<file path="config.mk">
export PLATFORM = sky130hd
export DESIGN_NAME = chunked_body_decoder_flat
export DESIGN_NICKNAME = d
export VERILOG_FILES = /design/src/sv/cbd_pkg.sv /design/src/sv/cbd_if.sv /design/src/sv/chunked_body_decoder.sv /design/src/sv/cbd_core.sv /design/src/sv/cbd_out_stage.sv /design/src/flat_wrapper.sv
export SDC_FILE = /design/constraint.sdc
export NUM_CORES = 1
export LEC_CHECK = 0
export ABC_AREA = 1
export BUFFER_PORTS_ARGS = -buffer_cell sky130_fd_sc_hd__buf_2
export CAP_MARGIN = 10
export CELL_PAD_IN_SITES_DETAIL_PLACEMENT = 2
export CELL_PAD_IN_SITES_GLOBAL_PLACEMENT = 2
export CORE_ASPECT_RATIO = 1.75
export CORE_MARGIN = 5
export CORE_UTILIZATION = 39
export CTS_BUF_LIST = sky130_fd_sc_hd__clkbuf_8
export DETAILED_ROUTE_END_ITERATION = 8
export GPL_TIMING_DRIVEN = 0
export PLACE_DENSITY = 0.95
export RECOVER_POWER = 50
export SKIP_LAST_GASP = 1
export SYNTH_ARGS = -nofsm -noshare
export SYNTH_HDL_FRONTEND = slang
export SYNTH_SLANG_ARGS = --single-unit
</file>
<file path="constraint.sdc">
create_clock -name clk -period 3.3 [get_ports clk]
set_input_delay 0.66 -clock clk [delete_from_list [all_inputs] [get_ports clk]]
set_output_delay 0.66 -clock clk [all_outputs]
set_load 0.005 [all_outputs]
</file>
<file path="src/sv/cbd_pkg.sv">
`timescale 1ns / 1ps
`default_nettype none
// ----------------------------------------------------------------------------
// Chunked body decoder package
// Shared constants, character codes, the result type, hex helpers and a blank test.
// ----------------------------------------------------------------------------
package cbd_pkg;

	// Default width of the chunk size counter.
	localparam int CBD_SIZE_BITS = 32;

	// Character codes used on size lines and chunk trailers.
	localparam logic [7:0] CH_CR    = 8'h0D;
	localparam logic [7:0] CH_LF    = 8'h0A;
	localparam logic [7:0] CH_SPACE = 8'h20;
	localparam logic [7:0] CH_TAB   = 8'h09;
	localparam logic [7:0] CH_VT    = 8'h0B;
	localparam logic [7:0] CH_FF    = 8'h0C;

	// One result word, as produced for each accepted body byte.
	typedef struct packed {
		logic [7:0] data_byte;
		logic       data_valid;
		logic       taken;
		logic       finished;
		logic       bad_size;
	} cbd_result_t;

	// True for an ASCII hex digit in either case.
	function automatic logic is_hex(input logic [7:0] c);
		return (c >= "0" && c <= "9") || (c >= "a" && c <= "f") ||
			(c >= "A" && c <= "F");
	endfunction

	// Value of a hex digit; only meaningful when is_hex is true.
	function automatic logic [3:0] hex_value(input logic [7:0] c);
		logic [7:0] v;
		v = 8'h00;
		if (c >= "0" && c <= "9") begin
			v = c - 8'("0");
		end else if (c >= "a" && c <= "f") begin
			v = c - 8'("a") + 8'd10;
		end else if (c >= "A" && c <= "F") begin
			v = c - 8'("A") + 8'd10;
		end
		return v[3:0];
	endfunction

	// Whitespace that is skipped before the first digit of a size.
	function automatic logic is_blank(input logic [7:0] c);
		return c == CH_SPACE || c == CH_TAB || c == CH_LF || c == CH_VT || c == CH_FF;
	endfunction

endpackage
`default_nettype wire

</file>
<file path="src/sv/cbd_if.sv">
`timescale 1ns / 1ps
`default_nettype none
// ----------------------------------------------------------------------------
// Chunked body decoder channels
// Valid/ready channels for the raw body bytes and for the decoded results.
// ----------------------------------------------------------------------------
interface cbd_in_if;
	logic       valid;
	logic       ready;
	logic [7:0] in_byte;

	modport source (output valid, output in_byte, input ready);
	modport sink (input valid, input in_byte, output ready);
endinterface

interface cbd_out_if;
	logic       valid;
	logic       ready;
	logic [7:0] data_byte;
	logic       data_valid;
	logic       taken;
	logic       finished;
	logic       bad_size;

	modport source (output valid, output data_byte, output data_valid, output taken,
		output finished, output bad_size, input ready);
	modport sink (input valid, input data_byte, input data_valid, input taken,
		input finished, input bad_size, output ready);
endinterface
`default_nettype wire

</file>
<file path="src/sv/chunked_body_decoder.sv">
`timescale 1ns / 1ps
`default_nettype none
// A word accepted on the body channel passes the input register, then the result register, to the output.
// The decode state machine takes one body word per cycle unless the output channel applies backpressure.
// The input register and the result register stall together only under output backpressure.
// Reset: arst_n clears the decode state to the start of a size line, zero count, no error,
// and empties both pipeline registers; payload registers are not reset.
// ----------------------------------------------------------------------------
// Chunked body decoder
// Decodes an HTTP chunked transfer body, one byte per word, into payload bytes.
// ----------------------------------------------------------------------------
module chunked_body_decoder import cbd_pkg::*; #(
	parameter int SIZE_BITS = CBD_SIZE_BITS
) (
	input wire logic clk,
	input wire logic arst_n,
	cbd_in_if.sink   body,
	cbd_out_if.source data
);

	// Input register: one body byte waits here for the decode step.
	logic        valid_s1;
	logic [7:0]  byte_s1;

	// Decode step result and the handshake with the result register.
	cbd_result_t result;
	logic        can_load;
	logic        advance;

	// The decode step runs when the input register holds a word and the
	// result register can take its result; the state machine advances only then,
	// so the order of words through the decoder is preserved.
	assign advance    = valid_s1 && can_load;
	assign body.ready = !valid_s1 || can_load;

	always_ff @(posedge clk or negedge arst_n) begin
		if (!arst_n) begin
			valid_s1 <= 1'b0;
		end else if (body.ready) begin
			valid_s1 <= body.valid;
		end
	end

	always_ff @(posedge clk) begin
		if (body.ready && body.valid) begin
			byte_s1 <= body.in_byte;
		end
	end

	// Size parsing, payload pass-through and trailer skipping.
	cbd_core #(
		.SIZE_BITS (SIZE_BITS)
	) u_core (
		.clk     (clk),
		.arst_n  (arst_n),
		.step    (advance),
		.byte_in (byte_s1),
		.result  (result)
	);

	// Result register in front of the output channel.
	cbd_out_stage u_out (
		.clk      (clk),
		.arst_n   (arst_n),
		.load     (advance),
		.result   (result),
		.can_load (can_load),
		.data     (data)
	);

endmodule
`default_nettype wire

</file>
<file path="src/sv/cbd_core.sv">
`timescale 1ns / 1ps
`default_nettype none
// ----------------------------------------------------------------------------
// Chunked body decoder core
// Decode state machine: one body byte per step, producing one result word.
// ----------------------------------------------------------------------------
module cbd_core import cbd_pkg::*; #(
	parameter int SIZE_BITS = CBD_SIZE_BITS
) (
	input  wire logic        clk,
	input  wire logic        arst_n,
	input  wire logic        step,
	input  wire logic [7:0]  byte_in,
	output cbd_result_t      result
);

	typedef enum logic [2:0] {
		PH_SIZE,
		PH_SIZE_CR,
		PH_DATA,
		PH_TRAIL,
		PH_TRAIL_CR,
		PH_DONE,
		PH_HALT
	} phase_t;

	phase_t               phase_q, phase_n;
	logic [SIZE_BITS-1:0] remaining_q, remaining_n;
	logic                 digit_seen_q, digit_seen_n;
	logic                 past_digits_q, past_digits_n;
	logic                 error_q, error_n;

	always_comb begin
		phase_n        = phase_q;
		remaining_n    = remaining_q;
		digit_seen_n   = digit_seen_q;
		past_digits_n  = past_digits_q;
		error_n        = error_q;
		result         = '0;
		result.taken   = 1'b1;
		case (phase_q)
			PH_SIZE: begin
				if (byte_in == CH_CR) begin
					phase_n = PH_SIZE_CR;
				end else if (!past_digits_q) begin
					if (is_hex(byte_in)) begin
						// A digit that would shift bits out of the counter is an overflow.
						if (remaining_q[SIZE_BITS-1 -: 4] != 4'h0) begin
							error_n = 1'b1;
							phase_n = PH_HALT;
						end else begin
							remaining_n  = {remaining_q[SIZE_BITS-5:0], hex_value(byte_in)};
							digit_seen_n = 1'b1;
						end
					end else if (!(is_blank(byte_in) && !digit_seen_q)) begin
						past_digits_n = 1'b1;
					end
				end
			end
			PH_SIZE_CR: begin
				if (byte_in == CH_LF) begin
					if (!digit_seen_q) begin
						error_n = 1'b1;
						phase_n = PH_HALT;
					end else if (remaining_q == '0) begin
						phase_n = PH_DONE;
					end else begin
						phase_n = PH_DATA;
					end
					digit_seen_n  = 1'b0;
					past_digits_n = 1'b0;
				end else if (byte_in == CH_CR) begin
					past_digits_n = 1'b1;
				end else begin
					past_digits_n = 1'b1;
					phase_n       = PH_SIZE;
				end
			end
			PH_DATA: begin
				result.data_byte  = byte_in;
				result.data_valid = 1'b1;
				remaining_n       = remaining_q - SIZE_BITS'(1);
				if (remaining_q == SIZE_BITS'(1)) begin
					phase_n = PH_TRAIL;
				end
			end
			PH_TRAIL: begin
				if (byte_in == CH_CR) begin
					phase_n = PH_TRAIL_CR;
				end
			end
			PH_TRAIL_CR: begin
				if (byte_in == CH_LF) begin
					phase_n     = PH_SIZE;
					remaining_n = '0;
				end else if (byte_in != CH_CR) begin
					phase_n = PH_TRAIL;
				end
			end
			default: begin
				result.taken = 1'b0;
			end
		endcase
		result.finished = (phase_n == PH_DONE);
		result.bad_size = error_n;
	end

	always_ff @(posedge clk or negedge arst_n) begin
		if (!arst_n) begin
			phase_q       <= PH_SIZE;
			remaining_q   <= '0;
			digit_seen_q  <= 1'b0;
			past_digits_q <= 1'b0;
			error_q       <= 1'b0;
		end else if (step) begin
			phase_q       <= phase_n;
			remaining_q   <= remaining_n;
			digit_seen_q  <= digit_seen_n;
			past_digits_q <= past_digits_n;
			error_q       <= error_n;
		end
	end

	// The halt state is entered only together with the error flag.
	a_halt_has_error: assert property (@(posedge clk) disable iff (!arst_n)
		(phase_q == PH_HALT) |-> error_q)
		else $error("cbd_core: halted without a size error");

	// Finishing is final: once done, the decoder stays done.
	a_done_sticky: assert property (@(posedge clk) disable iff (!arst_n)
		(phase_q == PH_DONE) |=> (phase_q == PH_DONE))
		else $error("cbd_core: left the finished state");

	// Payload is only passed while a nonzero count remains.
	a_data_nonzero: assert property (@(posedge clk) disable iff (!arst_n)
		(phase_q == PH_DATA) |-> (remaining_q != '0))
		else $error("cbd_core: payload phase with zero count");

	// A step in the payload phase always counts down by one.
	a_count_down: assert property (@(posedge clk) disable iff (!arst_n)
		(step && phase_q == PH_DATA) |=> (remaining_q == $past(remaining_q) - SIZE_BITS'(1)))
		else $error("cbd_core: payload count did not decrement");

endmodule
`default_nettype wire

</file>
<file path="src/sv/cbd_out_stage.sv">
`timescale 1ns / 1ps
`default_nettype none
// ----------------------------------------------------------------------------
// Chunked body decoder result register
// Holds one result word and drives the output channel.
// ----------------------------------------------------------------------------
module cbd_out_stage import cbd_pkg::*; (
	input  wire logic        clk,
	input  wire logic        arst_n,
	input  wire logic        load,
	input  wire cbd_result_t result,
	output logic             can_load,
	cbd_out_if.source        data
);

	logic        valid_s2;
	cbd_result_t result_s2;

	// The register may take a new word when empty or when its word leaves now.
	assign can_load = !valid_s2 || data.ready;

	always_ff @(posedge clk or negedge arst_n) begin
		if (!arst_n) begin
			valid_s2 <= 1'b0;
		end else if (can_load) begin
			valid_s2 <= load;
		end
	end

	always_ff @(posedge clk) begin
		if (can_load && load) begin
			result_s2 <= result;
		end
	end

	assign data.valid      = valid_s2;
	assign data.data_byte  = result_s2.data_byte;
	assign data.data_valid = result_s2.data_valid;
	assign data.taken      = result_s2.taken;
	assign data.finished   = result_s2.finished;
	assign data.bad_size   = result_s2.bad_size;

endmodule
`default_nettype wire

</file>
<file path="src/flat_wrapper.sv">
// flat-port wrapper written by rule: the top's interface ports become plain ports
module chunked_body_decoder_flat import cbd_pkg::*;
#(
	parameter int SIZE_BITS = CBD_SIZE_BITS
)
  (clk, arst_n, body_valid, body_in_byte, body_ready, data_valid, data_data_byte, data_data_valid, data_taken, data_finished, data_bad_size, data_ready);
  cbd_in_if body_i ();
  cbd_out_if data_i ();
  input wire logic clk;
  input wire logic arst_n;
  input wire logic [$bits(body_i.valid)-1:0] body_valid;
  input wire logic [$bits(body_i.in_byte)-1:0] body_in_byte;
  output wire logic [$bits(body_i.ready)-1:0] body_ready;
  output wire logic [$bits(data_i.valid)-1:0] data_valid;
  output wire logic [$bits(data_i.data_byte)-1:0] data_data_byte;
  output wire logic [$bits(data_i.data_valid)-1:0] data_data_valid;
  output wire logic [$bits(data_i.taken)-1:0] data_taken;
  output wire logic [$bits(data_i.finished)-1:0] data_finished;
  output wire logic [$bits(data_i.bad_size)-1:0] data_bad_size;
  input wire logic [$bits(data_i.ready)-1:0] data_ready;
  assign body_i.valid = body_valid;
  assign body_i.in_byte = body_in_byte;
  assign body_ready = body_i.ready;
  assign data_valid = data_i.valid;
  assign data_data_byte = data_i.data_byte;
  assign data_data_valid = data_i.data_valid;
  assign data_taken = data_i.taken;
  assign data_finished = data_i.finished;
  assign data_bad_size = data_i.bad_size;
  assign data_i.ready = data_ready;
  chunked_body_decoder #(.SIZE_BITS(SIZE_BITS)) u_core (.clk(clk), .arst_n(arst_n), .body(body_i), .data(data_i));
endmodule
</file>
=== Word level (Yosys, flattened, before mapping) ===
Index checks and enable logic that the tools add are counted.

* Add/subtract/negate cells: 6
* Multiply operators: 0
* Divide/modulo/power cells: 0
* Magnitude comparators: 6
* Equal/unequal tests: 19
* Shift-type cells: 0
* Mux-type cells: 43
* Bitwise logic cells: 0
* Reductions and logical operators: 27

{| class="wikitable"
|+ Operators with widths
! operator !! number
|-
| two-way mux 32 bit || 5
|-
| case mux 32 bit (3 select lines) || 1
|-
| == test 8 x 4 -> 1 bit (second input constant) || 5
|-
| two-way mux 3 bit || 12
|-
| == test 32 x 1 -> 1 bit (second input constant) || 1
|-
| logical NOT 32 bit || 1
|-
| subtractor 32 x 1 -> 32 bit (second input constant) || 1
|-
| two-way mux 1 bit || 18
|-
| >= comparator 8 x 7 -> 1 bit (second input constant) || 2
|-
| less-or-equal comparator 8 x 7 -> 1 bit (second input constant) || 2
|-
| case mux 3 bit (5 select lines) || 1
|-
| AND reduction 7 bit || 2
|-
| two-way mux 4 bit || 3
|-
| inequality test 2 bit (second input constant) || 6
|-
| subtractor 4 x 1 -> 4 bit (second input constant) || 3
|-
| adder 4 bit (second input constant) || 2
|-
| == test 8 x 6 -> 1 bit (second input constant) || 1
|-
| >= comparator 8 x 6 -> 1 bit (second input constant) || 1
|-
| less-or-equal comparator 8 x 6 -> 1 bit (second input constant) || 1
|-
| logical OR 1 bit || 8
|-
| inequality test 8 x 4 -> 1 bit (second input constant) || 1
|-
| logical AND 1 bit || 7
|-
| == test 3 x 2 -> 1 bit (second input constant) || 2
|-
| == test 3 bit (second input constant) || 2
|-
| 9 further kinds || 13
|}

* Flip-flop bits (word level): 60
* Latch bits: 0
* Bits in writable memories: 0
* Bits in read-only memories: 0
* Bits of input ports: 12
* Output and inout bits: 14
* Memories kept: 0

=== Depth between registers and ports, before layout ===
Gate-level depths: netlist of run 1.

* Depth after elaboration: 11
* Depth in mapped cells: 14
* Gate-level depth less buffers: 13

=== By module ===
A second synthesis of run 1 with hierarchy kept.

* Cell total of the unflattened synthesis: 584
* Area, all modules: 4,185.3 um^2

{| class="wikitable"
|+ By module, submodules not included
! module !! instances !! cells an instance !! area an instance (um^2)
|-
| cbd_core || 1 || 550 || 3,487.1
|-
| cbd_out_stage || 1 || 18 || 405.4
|-
| chunked_body_decoder || 1 || 16 || 292.8
|}

=== Least setup slack after synthesis of run 1 ===
Ideal clock, no wire load.

* Kind: input to register
* Start point: input port data_ready
* End point: register u_core.u_core.remaining_q[30]
* Data arrival time: 1.914 ns
* Setup slack: 1.265 ns
* Stages: 11
* Path buffers: 1
* Path through: inv_1 > nand2_1 > nand2_1 > clkinv_1 > nand2_1 > nor2_4 > nand3_4 > inv_4 > buf_4 > nand2_1 > o21ai_1

* Cells in the longest elaborated chain, start to end: 3

{| class="wikitable"
|+ RTL lines
! item !! line !! RTL
|-
| from (decl) || flat_wrapper.sv:20 || <nowiki>input wire logic [$bits(data_i.ready)-1:0] data_ready;</nowiki>
|-
| logical OR 1 bit || cbd_out_stage.sv:20 || <nowiki>assign can_load = !valid_s2 || data.ready;</nowiki>
|-
| logical AND 1 bit || chunked_body_decoder.sv:33 || <nowiki>assign advance = valid_s1 && can_load;</nowiki>
|-
| net u_core.advance || chunked_body_decoder.sv:28 || <nowiki>logic advance;</nowiki>
|-
| AND reduction 7 bit (no source line) || - ||
|-
| to (signal assigned) || cbd_core.sv:117 || <nowiki>remaining_q <= remaining_n;</nowiki>
|-
| to (decl) || cbd_core.sv:28 || <nowiki>logic [SIZE_BITS-1:0] remaining_q, remaining_n;</nowiki>
|}

The timed path passes the listed nets, and every way through them passes these cells.
A chain may end at the register's enable or synchronous reset.

==> results by group, run 1 <==
Power
  • Clk pwr share: 0.221
  • Static Leak: ~2.0 nW
  • Pwr/cell area: around 880 nW/um^2
  • Switching Share: 0.491
  • P_sw: 0.00191 W
  • Pint: 0.00198 W
  • Sequential Power Share: 0.339
  • Combinational share of power: 0.440
  • VDD IR-drop max: 0.381 mV

Route
  • Routed WL: 18,100 um
  • Via count: 4,232
  • Initial DRC count: between 200 and 250
  • Wire length per cell: 25.3 um
  • Pre-antenna DRT Iters: 4
  • DR vias/cell: between 5 and 6
  • Antenna Nets Post-Route: 0
  • Number of remaining DRC errors: 0

Synthesis
  • Largest cells by area after synthesis: dfrtp_1 (26%), nand2_1 (16%), edfxtp_1 (15%)
  • Multiplexer share of the synthesized area: 0
  • Complex-gate fraction of the synthesized area: 0.137
  • Post-synth cell types: 36
  • Ys async rst share: 0.667
  • Synthesized area: around 3900 sq um
  • Mean post-synth cell area: just over 7 sq um
  • Most common flop cell mapped by yosys: dfrtp_1
  • Combinational family with the most area after synthesis: simple AND/OR/NAND/NOR gates
  • Sequential fraction of the synthesis area: 0.411
  • Mapped Nets: 569
  • Syn Inst Count: 550
  • Area leader, netlist: dfrtp_1
  • XOR/XNOR Fraction of Synth Area: 0.0180
  • Number of synthesized flops with an enable pin: 20
  • Synth warn: 0
  • Post-synth top area share: 0.257
  • Synth Area in Adders: 0.0225
  • Simple-gate portion of the synthesized area: 0.327
  • Post-synthesis register bit count: 60

Critical path
  • R2R setup slack: 890 ps
  • Worst EP required: around 3200 ps
  • Crit-path max FO: 40
  • Delay-heaviest family, CP: buffers and inverters
  • Max stage delay on crit path: 1720 ps
  • Crit-path cells: clkbuf_1
  • WS Path Type: primary input to asynchronous set/reset pin
  • Crit path arrival time: 2420 ps
  • CP Capture Type: asynchronous set/reset pin
  • Reg2Reg Depth: 10
  • RR Endpoint: u_core.u_core.remaining_q[27]
  • WP buf/inv: 1
  • Reg-to-Reg Start: u_core.u_core.remaining_q[0]
  • Slowest CP cell: clkbuf_1
  • Startpoint type of the worst setup path: primary input
  • CP startpoint: arst_n

Place
  • Cell count after placement: 700
  • Port bufs: 25
  • Dpl hpwl: 12,000 um
  • RePlAce Congestion: 0.870

Global routing
  • Grt total ovfl: 0
  • Largest net degree at the start of global routing: 41
  • Antenna violations before repair: 0
  • Number of global-route vias before repair: 5,081
  • First-pass GRT wire length: 28,900 um
  • Total GRT Usage: 0.316

CTS
  • CTS H-tree depth: 3
  • Num Clock Sinks: 60
  • CTS Buf Count: 9
  • Clock-pin slew on the worst setup and hold paths: 90 ps
  • TritonCTS clock tree: done
  • Postcts setup bufs: 0
  • PostCTS Resize Cnt: 0
  • Worst-Skew Late Latency: 360 ps
  • Root buf cell: clkbuf_8
  • CTS max path bufs: 2
  • # hold bufs at CTS: 0

Status
  • Failing checks: max-capacitance violations, max-slew violations
  • Status: complete, but fails checks

Final layout
  • Share of layout cells above drive strength 1: 0.113
  • Filler cell count: ~1.2k
  • Layout net count: between 600 and 700
  • Non-Filler Instances: around 720
  • P&R area growth vs syn: 13.3%
  • Ant. Diodes: 0

Floorplanning
  • Initial core utilization: 0.395
  • Boundary pin count: 26
  • Row count: 48
  • DIE WIDTH: 85.5 um
  • Die area: 12,200 sq um
  • Die Y: 142 um
  • Placeable Area: a little under 10,000 sq um

Timing
  • Fin Clk Skew: between 10 and 15 ps
  • Final setup viols: 0
  • Max-slew violations: 41
  • Fin crit share: 0.751
  • Fmax: 404 MHz
  • Post-layout minimum cycle time: 2480 ps
  • Fin. Hold Viols: 0
  • RSZ-0062 raised after global routing: false
  • Least-Margin Pin Slew: 2470 ps
  • Setup TNS: 0 ps
  • Worst slew margin: -0.649

Hold path
  • Hold Path End: u_core.byte_s1[0]
  • Hold Path Class: primary input to flop
  • Hold path startpoint: body_in_byte[0]
  • Hold depth: 1

Run
  • Max-cap violations: 1
cell type report:
class,count,area [sq um],area share
tap,125,156,0.0354
inverter,66,250,0.0567
clock buffer,9,124,0.0281
buffer,12,76.3,0.0173
sequential,60,1600,0.363
timing repair buffer,25,116,0.0264
multi-input combinational,412,1960,0.445
clock inverter,7,124,0.0281
sequential cells by signal (all words and copies together) (netlist names), 3 cells and up:
name and cells:
u_core.u_core.remaining_q 32, u_core.u_core.phase_q 3, u_core.u_out.data.data_byte 8, u_core.byte_s1 8
worst max-delay path by stage:
stage | cells after the start | to | slack (ps)
after floorplan | 11 | u_core.u_core.remaining_q[30] | 1270
after detailed placement | 11 | u_core.u_core.remaining_q[0] | 560
after CTS | 12 | u_core.u_core.remaining_q[7] | 830
final | 1 | u_core.u_core.remaining_q[26] | 820
after global routing | 1 | u_core.u_core.remaining_q[23] | 390
after global placement | 10 | u_core.u_core.remaining_q[0] | 690
per-stage QoR:
step	utilization	hold WS (ps)	cell area (sq um)	worst slack, ps	power (W)
2_1_floorplan	-	364	3890	1270	0.00225
3_3_place_gp	0.424	475	4180	691	0.00267
3_5_place_dp	0.424	485	4180	558	0.00284
4_1_cts	0.449	453	4420	826	0.00387
5_1_grt	0.448	462	4410	391	0.00409
6_report	0.448	469	4410	822	0.00389
power groups by stage:
stage                     Combinational (W)  Clock [W]  Sequential (W)
after CTS                           0.00169   0.000872         0.00131
final                               0.00171   0.000861         0.00132
after global routing                0.00185   0.000906         0.00134
after global placement              0.00142          0         0.00126
after detailed placement            0.00156          0         0.00128
after floorplan                     0.00106          0         0.00118
cell usage after synthesis (4+ instances only):
master / instances
o22ai_1: 12
nor2_2: 4
a21oi_1: 18
o21ai_0: 30
edfxtp_1: 20
nand3_1: 33
dfrtp_1: 40
nand4_1: 4
inv_2: 7
buf_2: 4
inv_1: 57
xor2_1: 7
o21ai_1: 25
ha_1: 7
nor2_1: 83
nand2_1: 161
layer usage:
metal / track usage / wire (um) / vias up
li1: - / - / 1853
met1: 0.319 / 6380 / 2113
met2: 0.575 / 9640 / 180
met3: 0.0435 / 731 / 86
met4: 0.236 / 1350 / 0
met5: 0 / 0 / -
cell usage in the layout, fill, tap and decap left out, types with 18 or more instances in the layout:
cell type / count
nand2_1: 161
nor2_1: 84
inv_1: 57
dfrtp_1: 40
nand3_1: 33
o21ai_0: 30
o21ai_1: 25
buf_2: 22
edfxtp_1: 20
a21oi_1: 18
logic make-up after synthesis:
logic type | Yosys count
flip-flops | 60
AO/OA/AOI/OAI | 97
buffers and inverters | 78
adder cells (fa/ha/maj) | 7
AND/OR/NAND/NOR | 300
XOR/XNOR | 8
(Power assumes the default switching activity.)
==> run 2: changes to the inputs <==
--- a/config.mk
+++ b/config.mk
@@ -12,11 +12,11 @@
 export CELL_PAD_IN_SITES_GLOBAL_PLACEMENT = 2
 export CORE_ASPECT_RATIO = 1.75
 export CORE_MARGIN = 5
-export CORE_UTILIZATION = 39
+export CORE_UTILIZATION = 36
 export CTS_BUF_LIST = sky130_fd_sc_hd__clkbuf_8
 export DETAILED_ROUTE_END_ITERATION = 8
 export GPL_TIMING_DRIVEN = 0
-export PLACE_DENSITY = 0.95
+export PLACE_DENSITY = 0.93
 export RECOVER_POWER = 50
 export SKIP_LAST_GASP = 1
 export SYNTH_ARGS = -nofsm -noshare
==> constraint.sdc (replaced) <==
create_clock -name clk -period 2.48 [get_ports clk]
set_input_delay 0.496 -clock clk [delete_from_list [all_inputs] [get_ports clk]]
set_output_delay 0.496 -clock clk [all_outputs]
set_load 0.005 [all_outputs]
==> results by group, run 2 (synthesis gave the netlist of run 1 again) <==
CTS
  • CTS max path bufs: 2 (unchanged)
  • CTS H-tree depth: 3 (unchanged)
  • Clock-pin slew on the worst setup and hold paths: 80 ps (about the same)
  • Worst-Skew Late Latency: 380 ps (+20 ps)
  • TritonCTS clock tree: done
  • Root buf cell: clkbuf_8
  • Num Clock Sinks: 60 (unchanged)
  • CTS Buf Count: 9 (unchanged)
  • # hold bufs at CTS: 0 (unchanged)

Timing
  • Setup TNS: 0 ps (unchanged)
  • Fin. Hold Viols: 0 (unchanged)
  • Worst slew margin: 0.234 (+0.883)
  • Hold_ws: 292 ps (-177 ps)
  • Post-layout minimum cycle time: 2430 ps
  • Fin crit share: 0.980
  • Least-Margin Pin Slew: 1150 ps (-1320 ps)
  • Fin Clk Skew: 9.54 ps (-1.47 ps)
  • Fmax: 411 MHz
  • Final setup viols: 0 (unchanged)
  • Max-slew violations: 0 (-100%)

Floorplanning
  • DIE WIDTH: 88.6 um (+3.6%)
  • Placeable Area: 10,600 sq um (+8.0%)
  • Row count: 50 (+4.2%)
  • Die area: 13,100 sq um (+7.5%)
  • Initial core utilization: 0.366 (-0.0292)
  • Die Y: 148 um (+3.8%)
  • Boundary pin count: 26 (unchanged)

Power
  • Design Power: 0.00484 W (+24%)
  • Clk pwr share: 0.165 (-0.056)
  • Combinational share of power: 0.475 (+0.035)
  • Switching Share: 0.522 (+0.0306)
  • P_sw: 0.00253 W (+32%)
  • Pwr/cell area: 1110 nW/um^2 (+26%)
  • VDD IR-drop max: 0.433 mV (+14%)
  • Pint: 0.00231 W (+17%)
  • Static Leak: 2.03 nW (-0.87%)
  • Sequential Power Share: 0.360 (+0.021)

Route
  • Number of remaining DRC errors: 0 (unchanged)
  • Wire length per cell: 25.8 um (+2.1%)
  • Via count: 4,247 (+0.35%)
  • Antenna Nets Post-Route: 0 (unchanged)
  • Initial DRC count: 282 (+14%)
  • Pre-antenna DRT Iters: 4 (unchanged)
  • Routed WL: 18,700 um (+3.3%)
  • DR vias/cell: 5.87 (-0.75%)

Final layout
  • P&R area growth vs syn: 12.1%
  • Final core occ: 0.410 (-0.0376)
  • Commonest non-fill, non-tap cell in the layout: nand2_1
  • Share of layout cells above drive strength 1: 0.120 (+0.00616)
  • Ant. Diodes: 0 (unchanged)
  • Layout net count: 608 (+0.50%)
  • Max reg flops: 32 (unchanged)
  • Post-route cell area: 4370 sq um (-1.1%)
  • Most frequent cells in the layout: nand2_1 (161), nor2_1 (82), inv_1 (58), dfrtp_1 (40), nand3_1 (33)
  • Biggest register: u_core.u_core.remaining_q

Place
  • Dpl hpwl: 12,200 um (+2.2%)
  • Port bufs: 25 (unchanged)
  • RePlAce Congestion: 0.875 (+0.62%)
  • Placed Area: 4180 sq um (+0.15%)

Critical path
  • Crit-path max FO: 10 (-75%)
  • Reg-to-Reg Start: u_core.byte_s1[0]
  • Startpoint type of the worst setup path: flop
  • RR Endpoint: u_core.u_core.remaining_q[2]
  • Worst EP required: 2760 ps (-480 ps)
  • WS Path Type: flop to flop
  • Reg2Reg Depth: 11 (+1)
  • CP Capture Type: flop
  • R2R setup slack: 50 ps (-840 ps)
  • Crit path arrival time: 2710 ps (+290 ps)

Global routing
  • Grt total ovfl: 0 (unchanged)
  • First-pass GRT wire length: 28,900 um (about the same)
  • Total GRT Usage: 0.301 (-0.0152)
  • Number of global-route vias before repair: 4,980 (-2.0%)
  • Largest net degree at the start of global routing: 41 (unchanged)
  • Antenna violations before repair: 0 (unchanged)

Hold path
  • Hold path startpoint: body_in_byte[3]
  • Hold Path End: u_core.byte_s1[3]
  • Hold depth: 1 (unchanged)
  • Hold Path Class: primary input to flop

Run
  • Max-cap violations: 0 (-1)

Status
  • Status: completed
run 2: layout make-up:
class,instances,area [sq um]
Timing Repair Buffer,28,138
Sequential cell,60,1600
Buffer,12,76.3
Multi-Input combinational cell,412,1980
Clock buffer,9,124
Inverter,66,251
Tap cell,130,163
Clock inverter,7,35.0
Fill cell,1275,6270
run 2: metal layers:
metal	wire, um	track usage	vias up
met5	0	0	-
met1	6450	0.305	2164
met2	10200	0.531	154
li1	-	-	1852
met4	1240	0.208	0
met3	755	0.0563	77
run 2: stage by stage:
stage / setup WS, ps / cells
after CTS: 28.6 / 721
after detailed placement: -129 / 705
after floorplan: 609 / 550
final: 49.6 / 724
after global placement: 39.5 / 705
after global routing: -36.4 / 724
run 2: timing repair:
| item | 4_1_cts | 5_1_grt |
|---|---|---|
| setup buffers | 0 | 3 |
| endpoints found under the setup margin | 1 | 23 |
| gates resized for setup | 1 | 4 |
run 2: critical path: stages (launching register included):
cell	delay, ps
edfxtp_1	440
inv_1	160
ha_1	200
nand3_1	210
o21ai_2	330
o21ai_2	120
nor2_4	150
nand3_4	130
inv_4	130
buf_6	180
nand2_1	100
o21ai_1	170
run 2: worst max-delay path by stage:
stage	start	slack, ps	cells past startpoint	end
floorplan	data_ready	610	11	u_core.u_core.remaining_q[30]
global placement	data_ready	40	10	u_core.u_core.remaining_q[0]
detailed placement	data_ready	-130	11	u_core.u_core.remaining_q[0]
CTS	u_core.byte_s1[0]	30	13	u_core.u_core.remaining_q[2]
global route	u_core.byte_s1[0]	-40	11	u_core.u_core.remaining_q[2]
finish	u_core.byte_s1[0]	50	11	u_core.u_core.remaining_q[2]
run 2: power by group through the flow:
stage                     logic [W]  registers, W  clock network (W)
after floorplan             0.00141       0.00158                  0
after global placement      0.00190       0.00167                  0
after detailed placement    0.00209       0.00170                  0
after CTS                   0.00225       0.00172           0.000795
after global routing        0.00248       0.00176           0.000839
final                       0.00230       0.00174           0.000798
